### src/design/apid_pkg.sv
`timescale 1ns / 1ps
// ---------------------------------------------------------------------------
// apid_pkg
// Shared constants and helpers for the pair index decoder.
// ---------------------------------------------------------------------------
package apid_pkg;

  localparam int IDX_W          = 40;
  localparam int COUNT_BITS_DEF = 20;
  localparam int CFG_IDX_W      = 2;

  localparam logic [CFG_IDX_W-1:0] REG_SELF_PAIRING = 2'd0;
  localparam logic [CFG_IDX_W-1:0] REG_FIRST_COUNT  = 2'd1;
  localparam logic [CFG_IDX_W-1:0] REG_SECOND_COUNT = 2'd2;

  // accumulator width: holds the index and any shifted step term
  function automatic int acc_width(input int cb);
    int w;
    begin
      w = (IDX_W > 2 * cb) ? IDX_W : 2 * cb;
      return w + 1;
    end
  endfunction

endpackage

### src/design/apid_step.sv
`timescale 1ns / 1ps
// ---------------------------------------------------------------------------
// apid_step
// One row bit of the search: try setting bit K and keep it if the offset
// of the candidate row still fits under the index.
// ---------------------------------------------------------------------------
module apid_step #(
  parameter int CB = apid_pkg::COUNT_BITS_DEF,
  parameter int K  = 0
) (
  input  logic                       clk_i,
  input  logic                       rst_ni,
  input  logic                       self_i,
  input  logic [CB-1:0]              div_i,
  input  logic                       valid_i,
  output logic                       ready_o,
  input  logic [apid_pkg::IDX_W-1:0] idx_i,
  input  logic [apid_pkg::acc_width(CB)-1:0] acc_i,
  input  logic [CB-1:0]              row_i,
  input  logic                       err_i,
  output logic                       valid_o,
  input  logic                       ready_i,
  output logic [apid_pkg::IDX_W-1:0] idx_o,
  output logic [apid_pkg::acc_width(CB)-1:0] acc_o,
  output logic [CB-1:0]              row_o,
  output logic                       err_o
);
  localparam int W = apid_pkg::acc_width(CB);
  localparam longint unsigned BK = longint'(1) << K;
  // triangular step term 2^K (2^K + 1) / 2
  localparam logic [W-1:0] ADDK = W'((BK * (BK + 1)) >> 1);

  logic                       v_q;
  logic [apid_pkg::IDX_W-1:0] idx_q;
  logic [W-1:0]               acc_q, acc_d, cand;
  logic [CB-1:0]              row_q, row_d, base;
  logic                       err_q, take;

  assign ready_o = !v_q || ready_i;

  always_comb begin
    base  = self_i ? row_i : div_i;
    cand  = acc_i + (W'(base) << K) + (self_i ? ADDK : '0);
    take  = cand <= W'(idx_i);
    acc_d = take ? cand : acc_i;
    row_d = take ? (row_i | (CB'(1) << K)) : row_i;
  end

  always_ff @(posedge clk_i or negedge rst_ni) begin
    if (!rst_ni) begin
      v_q <= 1'b0;
    end else if (ready_o) begin
      v_q <= valid_i;
    end
  end

  always_ff @(posedge clk_i) begin
    if (ready_o) begin
      idx_q <= idx_i;
      acc_q <= acc_d;
      row_q <= row_d;
      err_q <= err_i;
    end
  end

  assign valid_o = v_q;
  assign idx_o   = idx_q;
  assign acc_o   = acc_q;
  assign row_o   = row_q;
  assign err_o   = err_q;
endmodule

### config.mk
export PLATFORM = sky130hd
export DESIGN_NAME = apid_step
export DESIGN_NICKNAME = d
export VERILOG_FILES = /design/src/design/apid_pkg.sv /design/src/design/apid_step.sv
export SDC_FILE = /design/constraint.sdc
export NUM_CORES = 1
export LEC_CHECK = 0
export BUFFER_PORTS_ARGS = -buffer_cell sky130_fd_sc_hd__buf_2
export CAP_MARGIN = 20
export CORE_MARGIN = 1.5
export CORE_UTILIZATION = 45
export CTS_BUF_LIST = sky130_fd_sc_hd__clkbuf_2
export DETAILED_ROUTE_END_ITERATION = 10
export GPL_ROUTABILITY_DRIVEN = 0
export HOLD_SLACK_MARGIN = 0.02
export PLACE_DENSITY = 0.73
export SYNTH_ARGS = -nofsm -noshare
export SYNTH_HDL_FRONTEND = slang
export SYNTH_SLANG_ARGS = --single-unit
### constraint.sdc
create_clock -name clk_i -period 4.03 [get_ports clk_i]
set_input_delay 0.403 -clock clk_i [delete_from_list [all_inputs] [get_ports clk_i]]
set_output_delay 0.403 -clock clk_i [all_outputs]
set_load 0.01 [all_outputs]
==> flow_metrics.py <==
metrics = {
    "timing": {
        "maxSlewHeadroom": 0.555,
        "finalCritPeriodShare": 1.11,
        "finalSetupTns_ps": -15780,
        "slew_violations": 0,
        "finalHoldViolations": 0,
        "rsz0062_at_grt": "true",
        "fin_skew_ps": 28.9,
        "setup_viol": 42,
        "worstMarginPinSlew_ps": 667,
        "finalCriticalPeriod_ps": 4480,
        "layout_setup_ws_ps": -449,
        "fmax_mhz": 223,
    },
    "placed_design": {
        "place_area_mm2": 0.00883,
        "dpl.hpwl_um": 15100,
        "portBuffers": 230,
        "dp_cells": 1085,
        "pre_cts_slack_ps": -1320,
    },
    "worst_setup_path": {
        "startpoint_type": "primary input",
        "crit_arrival_ps": 4940,
        "critPathKind": "in2reg",
        "cpMaxStageDelayCell": "or4_1",
        "reg2reg_depth": 2,
        "r2r-end": "acc_o[18]",
        "crit_top_cell": "fa_2",
        "required_ps": 4490,
        "crit_fanout": 5,
        "slowest_delay_ps": 450,
        "cp_top_family": "simple AND/OR/NAND/NOR gates",
        "crit_path_end_kind": "register",
        "worstReg2RegStart": "valid_o",
        "critical_path.cell_chain": "buf_8 -> mux2_4 -> fa_2 -> fa_2 -> a211oi_4 -> o31ai_4 -> o2111ai_2 -> nand2_2 -> and3_4 -> xor2_2 -> ha_1 -> nand4_1 -> or3_4 -> nor4_4 -> a21oi_2 -> a22o_1 -> or4_1 -> xnor2_1",
        "reg2reg_slack_ps": 2370,
        "crit_buf_inv": 1,
    },
    "cells_and_area": {
        "antenna-diode-count": 0,
        "fill_cells": 955,
        "syn_to_final_growth_pct": 53.6,
        "final_cell_area_mm2": 0.0101,
        "nets": 1182,
        "drive_above_1_share": 0.470,
        "mostFrequentLayoutCells": "buf_2 (229), buf_4 (116), edfxtp_1 (102)",
        "final_common_cell": "buf_2",
        "final_cells": 1178,
        "final_util": 0.716,
    },
    "floorplan": {
        "core_mm2": 0.0140,
        "fp.dieArea_mm2": 0.0153,
        "start_util": 0.466,
        "rows": 43,
        "die_h_um": 124,
        "num_io_pins": 231,
        "die_w_um": 124,
    },
    "synthesis": {
        "netlist_area_mm2": 0.00655,
        "async_reset_ff_frac": 0.00971,
        "yosys_most_used_dff": "edfxtp_1",
        "synth_seq_cells": 103,
        "yosys_warnings": 0,
        "yosysSeqAreaShare": 0.472,
        "synth_edf_count": 102,
        "syn_nets": 763,
        "netlist_instances": 575,
        "synth.distinct_cells": 59,
        "yosysTopAreaCell": "edfxtp_1",
        "synth_area_leaders": "edfxtp_1 (47%), ha_1 (11%), mux2_2 (6.4%)",
        "avgSynthCellArea_um2": 11.4,
        "synth_top_area_frac": 0.468,
    },
    "cts": {
        "numCtsBuffers": 9,
        "cts_htree_levels": 3,
        "clk_path_buf_depth": 2,
        "worstSkewPairLatency_ps": 660,
        "cts.sinks": 103,
        "clkTransAtPathRegs_ps": 270,
        "cts_tree": "done",
        "root_buffer": "clkbuf_2",
    },
    "flow_run": {
        "drv_cap": 0,
    },
    "min_path": {
        "worst_hold_path_type": "in2reg",
        "hold_start": "acc_i[36]",
        "whs_path_depth": 2,
        "holdPathEnd": "acc_o[36]",
    },
    "grt": {
        "grt.met2_usage": 0.472,
        "grt_pass1_vias": 6570,
        "met3_usage": 0.0591,
        "grt_use_total": 0.269,
        "antenna_found_initial": 0,
        "overflow": 0,
        "top_usage_layer": "met2",
        "grt_pass1_wl_um": 31300,
        "grt_use_met1": 0.315,
        "grt_start_max_net_pins": 60,
    },
    "route": {
        "wl_per_cell_um": 17.7,
        "vias": 6315,
        "drt-total-wl_um": 20900,
        "firstDrtPassIters": 5,
        "via_per_inst": 5.36,
        "drc": 0,
        "drtIter0Drc": 464,
        "antenna_left": 0,
    },
    "power": {
        "power_density_mw_per_mm2": 309,
        "peakVddDrop_uv": 184,
        "power_leakage_nw": 4.59,
    },
    "status": {
        "violations": "setup timing",
        "status": "finished, violations left",
    },
}
==> metrics by stage <==
stage / hold WS, ps / total power, mW
after global placement: 177 / 2.36
after CTS: 21.4 / 3.04
after global routing: 20.4 / 3.26
after floorplan: 107 / 1.89
final: 61.6 / 3.11
after detailed placement: 180 / 2.40
==> state kept, by name, indices dropped and copies added (netlist names) <==
signal / count
row_o: 20
valid_o: 1
acc_o: 41
idx_o: 40
err_o: 1
==> worst max-delay path by stage <==
stage | from | to | slack [ps] | cells after the start
after floorplan | self_i | acc_o[37] | -1170 | 20
after global placement | self_i | acc_o[11] | -1220 | 20
after detailed placement | self_i | acc_o[16] | -1320 | 21
after CTS | self_i | acc_o[3] | -310 | 19
after global routing | self_i | acc_o[33] | -530 | 19
final | self_i | acc_o[33] | -450 | 18
==> cells in the mapped netlist (all sizes together) (2+ instances only) <==
master    n
nand4    16
a31oi     2
and3      8
o211ai    5
nor2     22
a21oi    30
a21boi    6
and2      4
nor3      7
or3       2
nand4b    3
nor4      6
edfxtp  102
nor3b     4
o31ai     5
nor2b     3
a41oi     2
o21bai    4
and4      5
nand2    36
mux2     37
nand2b    3
xor2     16
o21a      8
buf       5
a211oi   10
xnor2    36
nand3    17
a21o      9
inv      52
clkbuf   12
or4       2
fa        2
o21ai    19
or2       2
ha       59
==> cell families (layout without fill, tap and decap cells) <==
logic type	count (synthesis)	in the layout	synth area share
adder cells (fa/ha/maj)	61	61	0.119
buffers and inverters	69	492	0.0417
multiplexers	37	37	0.0636
XOR/XNOR	52	52	0.0707
AND/OR/NAND/NOR	141	141	0.113
flip-flops	103	103	0.472
AO/OA/AOI/OAI	112	112	0.120
==> layout make-up <==
cell class	count	area, µm²	area share
Multi-Input combinational cell	403	3530	0.351
Sequential cell	103	3090	0.307
Timing Repair Buffer	425	2890	0.288
Tap cell	180	225	0.0224
Inverter	52	195	0.0194
Clock inverter	5	73.8	0.00734
Clock buffer	10	50.0	0.00498
==> power by group <==
group / internal (mW) / leakage [nW] / total [mW] / switching (mW)
Sequential: 1.29 / 1.04 / 1.32 / 0.0260
Combinational: 0.612 / 3.47 / 1.22 / 0.612
Clock: 0.200 / 0.0792 / 0.564 / 0.364
Total: 2.10 / 4.59 / 3.11 / 1.00
==> per-layer routing <==
metal | share of wire | up-vias | wire length (µm)
li1 | - | 2972 | -
met1 | 0.39 | 3018 | 8160
met2 | 0.51 | 269 | 10600
met3 | 0.069 | 56 | 1430
met4 | 0.032 | 0 | 671
met5 | 0 | - | 0
==> timing repair <==
action | 4_1_cts | 5_1_grt
endpoints found under the setup margin | 42 | 42
gates resized for setup | 51 | 25
cloned | 0 | 1
endpoints found under the hold margin | 68 | 0
pin swaps | 10 | 30
hold buffers | 69 | 0
buffers inserted | 2 | 7
(Power assumes the default switching activity.)
