==> src/design/apid_pkg.sv <==
`timescale 1ns / 1ps
// ---------------------------------------------------------------------------
// apid_pkg
// Shared constants and helpers for the pair index decoder.
// ---------------------------------------------------------------------------
package apid_pkg;

  localparam int IDX_W          = 40;
  localparam int COUNT_BITS_DEF = 20;
  localparam int CFG_IDX_W      = 2;

  localparam logic [CFG_IDX_W-1:0] REG_SELF_PAIRING = 2'd0;
  localparam logic [CFG_IDX_W-1:0] REG_FIRST_COUNT  = 2'd1;
  localparam logic [CFG_IDX_W-1:0] REG_SECOND_COUNT = 2'd2;

  // accumulator width: holds the index and any shifted step term
  function automatic int acc_width(input int cb);
    int w;
    begin
      w = (IDX_W > 2 * cb) ? IDX_W : 2 * cb;
      return w + 1;
    end
  endfunction

endpackage

==> src/design/apid_range.sv <==
`timescale 1ns / 1ps
// ---------------------------------------------------------------------------
// apid_range
// Input register and range check against the registered pair total.
// ---------------------------------------------------------------------------
module apid_range #(
  parameter int CB = apid_pkg::COUNT_BITS_DEF
) (
  input  logic                      clk_i,
  input  logic                      rst_ni,
  input  logic                      valid_i,
  output logic                      ready_o,
  input  logic [apid_pkg::IDX_W-1:0] idx_i,
  input  logic [2*CB:0]             total_i,
  output logic                      valid_o,
  input  logic                      ready_i,
  output logic [apid_pkg::IDX_W-1:0] idx_o,
  output logic                      err_o
);
  localparam int W = apid_pkg::acc_width(CB);

  logic                       v0_q, v1_q;
  logic [apid_pkg::IDX_W-1:0] idx0_q, idx1_q;
  logic                       err_q, err_d;
  logic                       rdy1, rdy0;

  assign rdy1    = !v1_q || ready_i;
  assign rdy0    = !v0_q || rdy1;
  assign ready_o = rdy0;
  assign err_d   = W'(idx0_q) >= W'(total_i);

  always_ff @(posedge clk_i or negedge rst_ni) begin
    if (!rst_ni) begin
      v0_q <= 1'b0;
      v1_q <= 1'b0;
    end else begin
      if (rdy0) v0_q <= valid_i;
      if (rdy1) v1_q <= v0_q;
    end
  end

  always_ff @(posedge clk_i) begin
    if (rdy0) idx0_q <= idx_i;
    if (rdy1) begin
      idx1_q <= idx0_q;
      err_q  <= err_d;
    end
  end

  assign valid_o = v1_q;
  assign idx_o   = idx1_q;
  assign err_o   = err_q;
endmodule

==> config.mk <==
export PLATFORM = sky130hd
export DESIGN_NAME = apid_range
export DESIGN_NICKNAME = d
export VERILOG_FILES = /design/src/design/apid_pkg.sv /design/src/design/apid_range.sv
export SDC_FILE = /design/constraint.sdc
export NUM_CORES = 1
export LEC_CHECK = 0
export BUFFER_PORTS_ARGS = -buffer_cell sky130_fd_sc_hd__buf_2
export CAP_MARGIN = 0
export CORE_UTILIZATION = 35
export DETAILED_ROUTE_END_ITERATION = 16
export GPL_ROUTABILITY_DRIVEN = 0
export MAX_ROUTING_LAYER = met4
export PLACE_DENSITY = 0.57
export REMOVE_ABC_BUFFERS = 1
export SKIP_CTS_REPAIR_TIMING = 1
export SLEW_MARGIN = 20
export SYNTH_ARGS = -nofsm -noshare
export SYNTH_HDL_FRONTEND = slang
export SYNTH_SLANG_ARGS = --single-unit
==> constraint.sdc <==
create_clock -name clk_i -period 4.9 [get_ports clk_i]
set_input_delay 0.735 -clock clk_i [delete_from_list [all_inputs] [get_ports clk_i]]
set_output_delay 0.735 -clock clk_i [all_outputs]
set_load 0.005 [all_outputs]
==> results.cfg, run 1 <==
[detailed_routing]
route.detailed.drc = 0
vias_per_cell = 4.41
dr.pass1.iters = 4
postRouteWirelength_um = 6720
wl_per_cell_um = 13.2
drt_iter0_drc = 46
num_vias = 2241
ant_nets = 0

[power]
p_clk_share_pct = 27.8
power_density_nw_per_um2 = 326
swShare_pct = 23.8
seqPwrFrac_pct = 59.9
p_switching_w = 0.000349
total_power_w = 0.00146
vdd_ir_drop_max_v = 0.000157
p_comb_share_pct = 12.4
internal-power_w = 0.00111
p_leak_nw = 2.10

[logic_synthesis]
ys_top_cells_by_area = edfxtp_1 69%, ha_1 14%, inv_1 4.3%
ys.flop_type = edfxtp_1
ys_seq_area_share_pct = 70.6
synth_cell_type_count = 27
synth_seq_cells = 83
ys.warnings.count = 0
yosys.area.top_type = edfxtp_1
synthTopCellsByCount = 81 x edfxtp_1, 40 x ha_1, 40 x inv_1
syn_area_per_cell_um2 = 15.2
synth_top_area_share_pct = 69.2
syn_area_um2 = 3520
synthArstFlopShare_pct = 2.41
synth-edff-count = 81
netlist_instances = 231
yosysMostFrequentCell = edfxtp_1

[run]
cap_viol_max_count = 0

[sta]
slew_violations = 0
finalSetupViolations = 0
hold_viol = 0
period_share_pct = 44.3
rsz0062_at_grt = false
fin_crit_ns = 2.17
worst_pin_slew_ns = 0.628
finClkSkew_ns = 0.00863
finalSetupTns_ns = 0
fmax_mhz = 461
max_slew_margin_pct = 58.2

[worst_setup_path]
cpLargestDelayFamily = simple AND/OR/NAND/NOR gates
end_kind = flip-flop
crit_arrival_ns = 2.27
path_max_fanout = 2
cp-start-kind = input pin
required_ns = 5.00
critical_path_class = in -> reg
crit_chain = buf_2 > inv_1 > ha_1 > a211oi_2 > nor3b_1 > or4_1 > a31oi_1 > a21oi_1
max_stage_delay_ns = 0.52
cp.buffers_inverters = 2
crit_slowest_cell = or4_1

[run_status]
outcome = finished, final reports clean

[placement]
hpwlAfterDp_um = 4960
port_buffers = 127

[global_route]
antenna_found_initial = 1
grt_start_max_net_pins = 43
first_global_vias = 2203
grt_use_total_pct = 13.5
grt_pass1_wl_um = 9980
grt_overflow = 0

[clock_tree]
cts-buffers-inserted = 9
cts-root-buf = clkbuf_8
cts_tree = done
cts.sinks = 83
clk_pin_slew_ns = 0.08
htree_levels = 3
clock_path_buffers = 2
clock_latency_ns = 0.35

[layout]
drive_gt1_share_pct = 37.7
final_net_count = 495
area_growth_syn_to_layout_pct = 27.5
nFillCells = 924

[floorplan]
io_pins = 128
core_um2 = 9770
die_area_um2 = 10500
die_w_um = 102
core.rowCount = 36
start_util_pct = 36.0
die_h_um = 102

[min_path]
hold_path.class = in -> async
## cells in the final DEF (no fill, tap or decap), drive strengths merged
cell / instances
diode: 1
a21o: 5
o21a: 1
nor2: 5
edfxtp: 81
nor2b: 1
o21ai: 2
a221oi: 1
nor3: 2
o211a: 1
a31oi: 1
dfrtp: 2
buf: 128
nand3b: 1
nand2: 10
clkbuf: 10
nand4: 4
nand2b: 3
inv: 40
ha: 40
or3: 1
nand3: 6
a211oi: 3
nor4: 1
a21oi: 16
o211ai: 1
nor3b: 1
o21bai: 1
or4: 1
clkinv: 5
## final cells by class
| class | instances | area [um^2] | share of cell area (%) |
|---|---|---|---|
| antenna | 1 | 2.50 | 0.0558 |
| clock buffer | 10 | 128 | 2.85 |
| clock inverter | 5 | 21.3 | 0.474 |
| inverter | 40 | 150 | 3.35 |
| multi-input combinational | 108 | 892 | 19.9 |
| sequential | 83 | 2480 | 55.3 |
| tap | 133 | 166 | 3.71 |
| timing repair buffer | 128 | 643 | 14.3 |
## cells by family after synthesis
kind of cell,synth area share [%]
buf+inv,4.27
flops,70.6
compound gates,5.76
simple gates,5.16
fa+ha+maj,14.2
## path summary, 6_finish.rpt
check	startpoint	endpoint	slack, ns	cells after the start
max	total_i[6]	err_o	2.73	8
min	rst_ni	valid_o	0.15	1
max reg2reg	idx0_q[3]	err_o	2.81	7
min reg2reg	idx0_q[0]	idx_o[0]	0.46	0
max in group asynchronous	rst_ni	v0_q	4.65	1
min in group clk_i	idx0_q[0]	idx_o[0]	0.46	0
## state kept, by name, summed over array words and instances (netlist names)
register  flops
err_o         1
idx0_q       40
idx_o        40
v0_q          1
valid_o       1
## through the flow
stage | instances | util [%] | hold WS (ns) | setup WS [ns] | instance area [um^2]
final | 508 | 45.9 | 0.154 | 2.73 | 4490
after global routing | 508 | 45.9 | 0.141 | 2.62 | 4490
after CTS | 507 | 45.9 | 0.140 | 2.71 | 4480
after detailed placement | 492 | 44.3 | 0.438 | 2.35 | 4330
after global placement | 492 | 44.3 | 0.434 | 2.41 | 4330
after floorplan | 231 | - | 0.426 | 2.40 | 3520
## routing by layer
metal / global-route usage, % / wire length (um) / up-vias
li1: - / - / 1124
met1: 15.4 / 2900 / 1023
met2: 21.8 / 3240 / 81
met3: 3.83 / 447 / 13
met4: 6.92 / 135 / 0
met5: - / 0 / -
## worst reg2reg max path, stage by stage, from the launching register on
cell and delay (ns):
edfxtp_1 0.42, ha_1 0.31, a21o_1 0.18, a21oi_1 0.14, a211oi_1 0.08, or4_1 0.41, a31oi_1 0.22, a21oi_1 0.08
## power by group through the flow
stage / sequential (W) / combinational, W / clock, W
after floorplan: 0.000893 / 0.0000879 / 0
after global placement: 0.000891 / 0.000183 / 0
after detailed placement: 0.000893 / 0.000186 / 0
after CTS: 0.000877 / 0.000187 / 0.000422
after global routing: 0.000883 / 0.000211 / 0.000442
final: 0.000876 / 0.000181 / 0.000406
Note: power is estimated with default switching activity, not from simulation.
==> run 2, diff against run 1 <==
--- a/config.mk
+++ b/config.mk
@@ -5,13 +5,14 @@
 export SDC_FILE = /design/constraint.sdc
 export NUM_CORES = 1
 export LEC_CHECK = 0
+export ABC_AREA = 1
 export BUFFER_PORTS_ARGS = -buffer_cell sky130_fd_sc_hd__buf_2
 export CAP_MARGIN = 0
 export CORE_UTILIZATION = 35
 export DETAILED_ROUTE_END_ITERATION = 16
 export GPL_ROUTABILITY_DRIVEN = 0
 export MAX_ROUTING_LAYER = met4
-export PLACE_DENSITY = 0.57
+export PLACE_DENSITY = 0.56
 export REMOVE_ABC_BUFFERS = 1
 export SKIP_CTS_REPAIR_TIMING = 1
 export SLEW_MARGIN = 20
==> constraint.sdc (replaced) <==
create_clock -name clk_i -period 2.2 [get_ports clk_i]
set_input_delay 0.33 -clock clk_i [delete_from_list [all_inputs] [get_ports clk_i]]
set_output_delay 0.33 -clock clk_i [all_outputs]
set_load 0.005 [all_outputs]
==> run 2 against run 1 <==
Cell count increased by 13%. Via count increased by 8.1%. First-iteration DRC count decreased by 11%. Register-to-register slack got worse by 2.2 ns. Global-route usage increased by 0.98 points. Clock power increased by 120%. Critical path depth decreased by 6. Area after synthesis increased by 4.8%. Clock skew decreased by 0.0035 ns. Core utilization decreased by 0.19 points. Critical path type is now reg -> out. Critical endpoint is now ready_o. Largest cell class unchanged. Largest power group unchanged.
==> results.cfg, run 2 <==
[global_route]
grt_use_total_pct = 14.5
antenna_found_initial = 0
grt_start_max_net_pins = 32
first_global_vias = 2550
grt_overflow = 0
grt_pass1_wl_um = 11500

[power]
total_power_w = 0.00329
vdd_ir_drop_max_v = 0.000229
power_density_nw_per_um2 = 700
p_leak_nw = 2.29

[sta]
rsz0062_at_grt = false
fin_crit_ns = 1.68
finClkSkew_ns = 0.00511
finalSetupViolations = 0
finalSetupTns_ns = 0
fmax_mhz = 594
slew_violations = 0
max_slew_margin_pct = 68.5
hold_viol = 0
period_share_pct = 76.5
worst_pin_slew_ns = 0.471

[floorplan]
core.rowCount = 37
core_um2 = 10300
io_pins = 128
start_util_pct = 35.9
die_w_um = 105
die_h_um = 105
die_area_um2 = 10900

[clock_tree]
clk_pin_slew_ns = 0.08
cts.sinks = 83
clock_latency_ns = 0.34
cts_tree = done
cts-root-buf = clkbuf_8
htree_levels = 3
cts-buffers-inserted = 9
clock_path_buffers = 2

[detailed_routing]
wl_per_cell_um = 12.5
num_vias = 2422
ant_nets = 0
vias_per_cell = 4.23
drt_iter0_drc = 41
route.detailed.drc = 0
postRouteWirelength_um = 7170
dr.pass1.iters = 4

[logic_synthesis]
synthMuxAreaShare_pct = 0
syn_area_per_cell_um2 = 12.6
synthTopCellsByCount = 81 x edfxtp_1, 62 x nand2_1, 60 x inv_1
synthXorXnorAreaFrac_pct = 0
ys_top_cells_by_area = edfxtp_1 66%, ha_1 14%, nand2_1 6.3%
yosys.area_share.simple_pct = 10.2
synth_cell_type_count = 17
syn_area_um2 = 3680
yosys.area.top_type = edfxtp_1
ys_seq_area_share_pct = 67.4
synth_top_area_share_pct = 66.0
synth_top_family_by_area = adder cells
yosysMostFrequentCell = edfxtp_1
synthAdderAreaFrac_pct = 13.6
netlist_instances = 292
synth_compound_area_share_pct = 2.78
synth_seq_cells = 83
synthArstFlopShare_pct = 2.41
synth-edff-count = 81
ys.flop_type = edfxtp_1
ys.warnings.count = 0

[worst_setup_path]
required_ns = 1.87
crit_arrival_ns = 1.35
path_max_fanout = 12
critical_path_class = reg -> out
end_kind = primary output
cp-start-kind = flip-flop
rr_worst_depth = 9

[layout]
n_antenna_cell = 0
final_cell_mix = 127 x buf_2, 81 x edfxtp_1, 61 x nand2_1
drive_gt1_share_pct = 33.9
area_growth_syn_to_layout_pct = 27.5
final_net_count = 558
layout_commonest_cell = buf_2
stdcell_area_um2 = 4700

[min_path]
hold_path.class = in -> reg
whs_path_depth = 1

[run]
cap_viol_max_count = 0

[placement]
hpwlAfterDp_um = 5420
postPlaceCellArea_um2 = 4540
port_buffers = 127

[run_status]
outcome = finished, final reports clean
-- run 2: power by group --
group          total [W]  internal [W]  leakage (nW)  switching, W
combinational   0.000440      0.000203          1.37      0.000237
sequential       0.00195       0.00190         0.839     0.0000483
clock           0.000901      0.000389        0.0784      0.000511
total            0.00329       0.00249          2.29      0.000797
-- run 2: logic make-up after synthesis --
group	count (synthesis)
compound gates	19
fa+ha+maj	40
buf+inv	60
flops	83
simple gates	90
-- run 2: cell type report --
type | count | area [um^2]
clock buffers | 10 | 128
clock inverters | 5 | 21.3
fillers | 985 | 5580
inverters | 60 | 225
multi-input cells | 149 | 985
flip-flops and latches | 83 | 2480
well taps | 136 | 170
repair buffers | 130 | 686
-- run 2: critical path, cell delays in order, from the launching register on --
cell     delay, ns
dfrtp_1       0.39
nand3_2       0.35
buf_2         0.26
-- run 2: worst paths after layout --
path	start	to	slack (ns)
worst max-delay path	valid_o	ready_o	0.52
worst min-delay path	idx_i[27]	idx0_q[27]	0.16
worst max register to register	idx0_q[24]	err_o	0.57
worst min register to register	idx0_q[0]	idx_o[0]	0.45
max in group asynchronous	rst_ni	valid_o	1.82
min in group asynchronous	rst_ni	v0_q	0.29
-- run 2: metrics by stage --
stage	instances	hold slack, ns	util (%)	setup WS (ns)
global route	573	0.128	45.7	0.397
floorplan	292	0.0344	-	0.200
global placement	557	0.115	44.2	0.528
CTS	572	-0.268	45.6	0.461
finish	573	0.156	45.7	0.516
detailed placement	557	0.117	44.2	0.512
-- run 2: layer usage --
layer	share of wire [%]	track usage, %	vias up
li1	-	-	1252
met1	44	17.1	1067
met2	47	22.7	88
met3	6.4	3.31	15
met4	2.9	8.85	0
met5	0	-	-
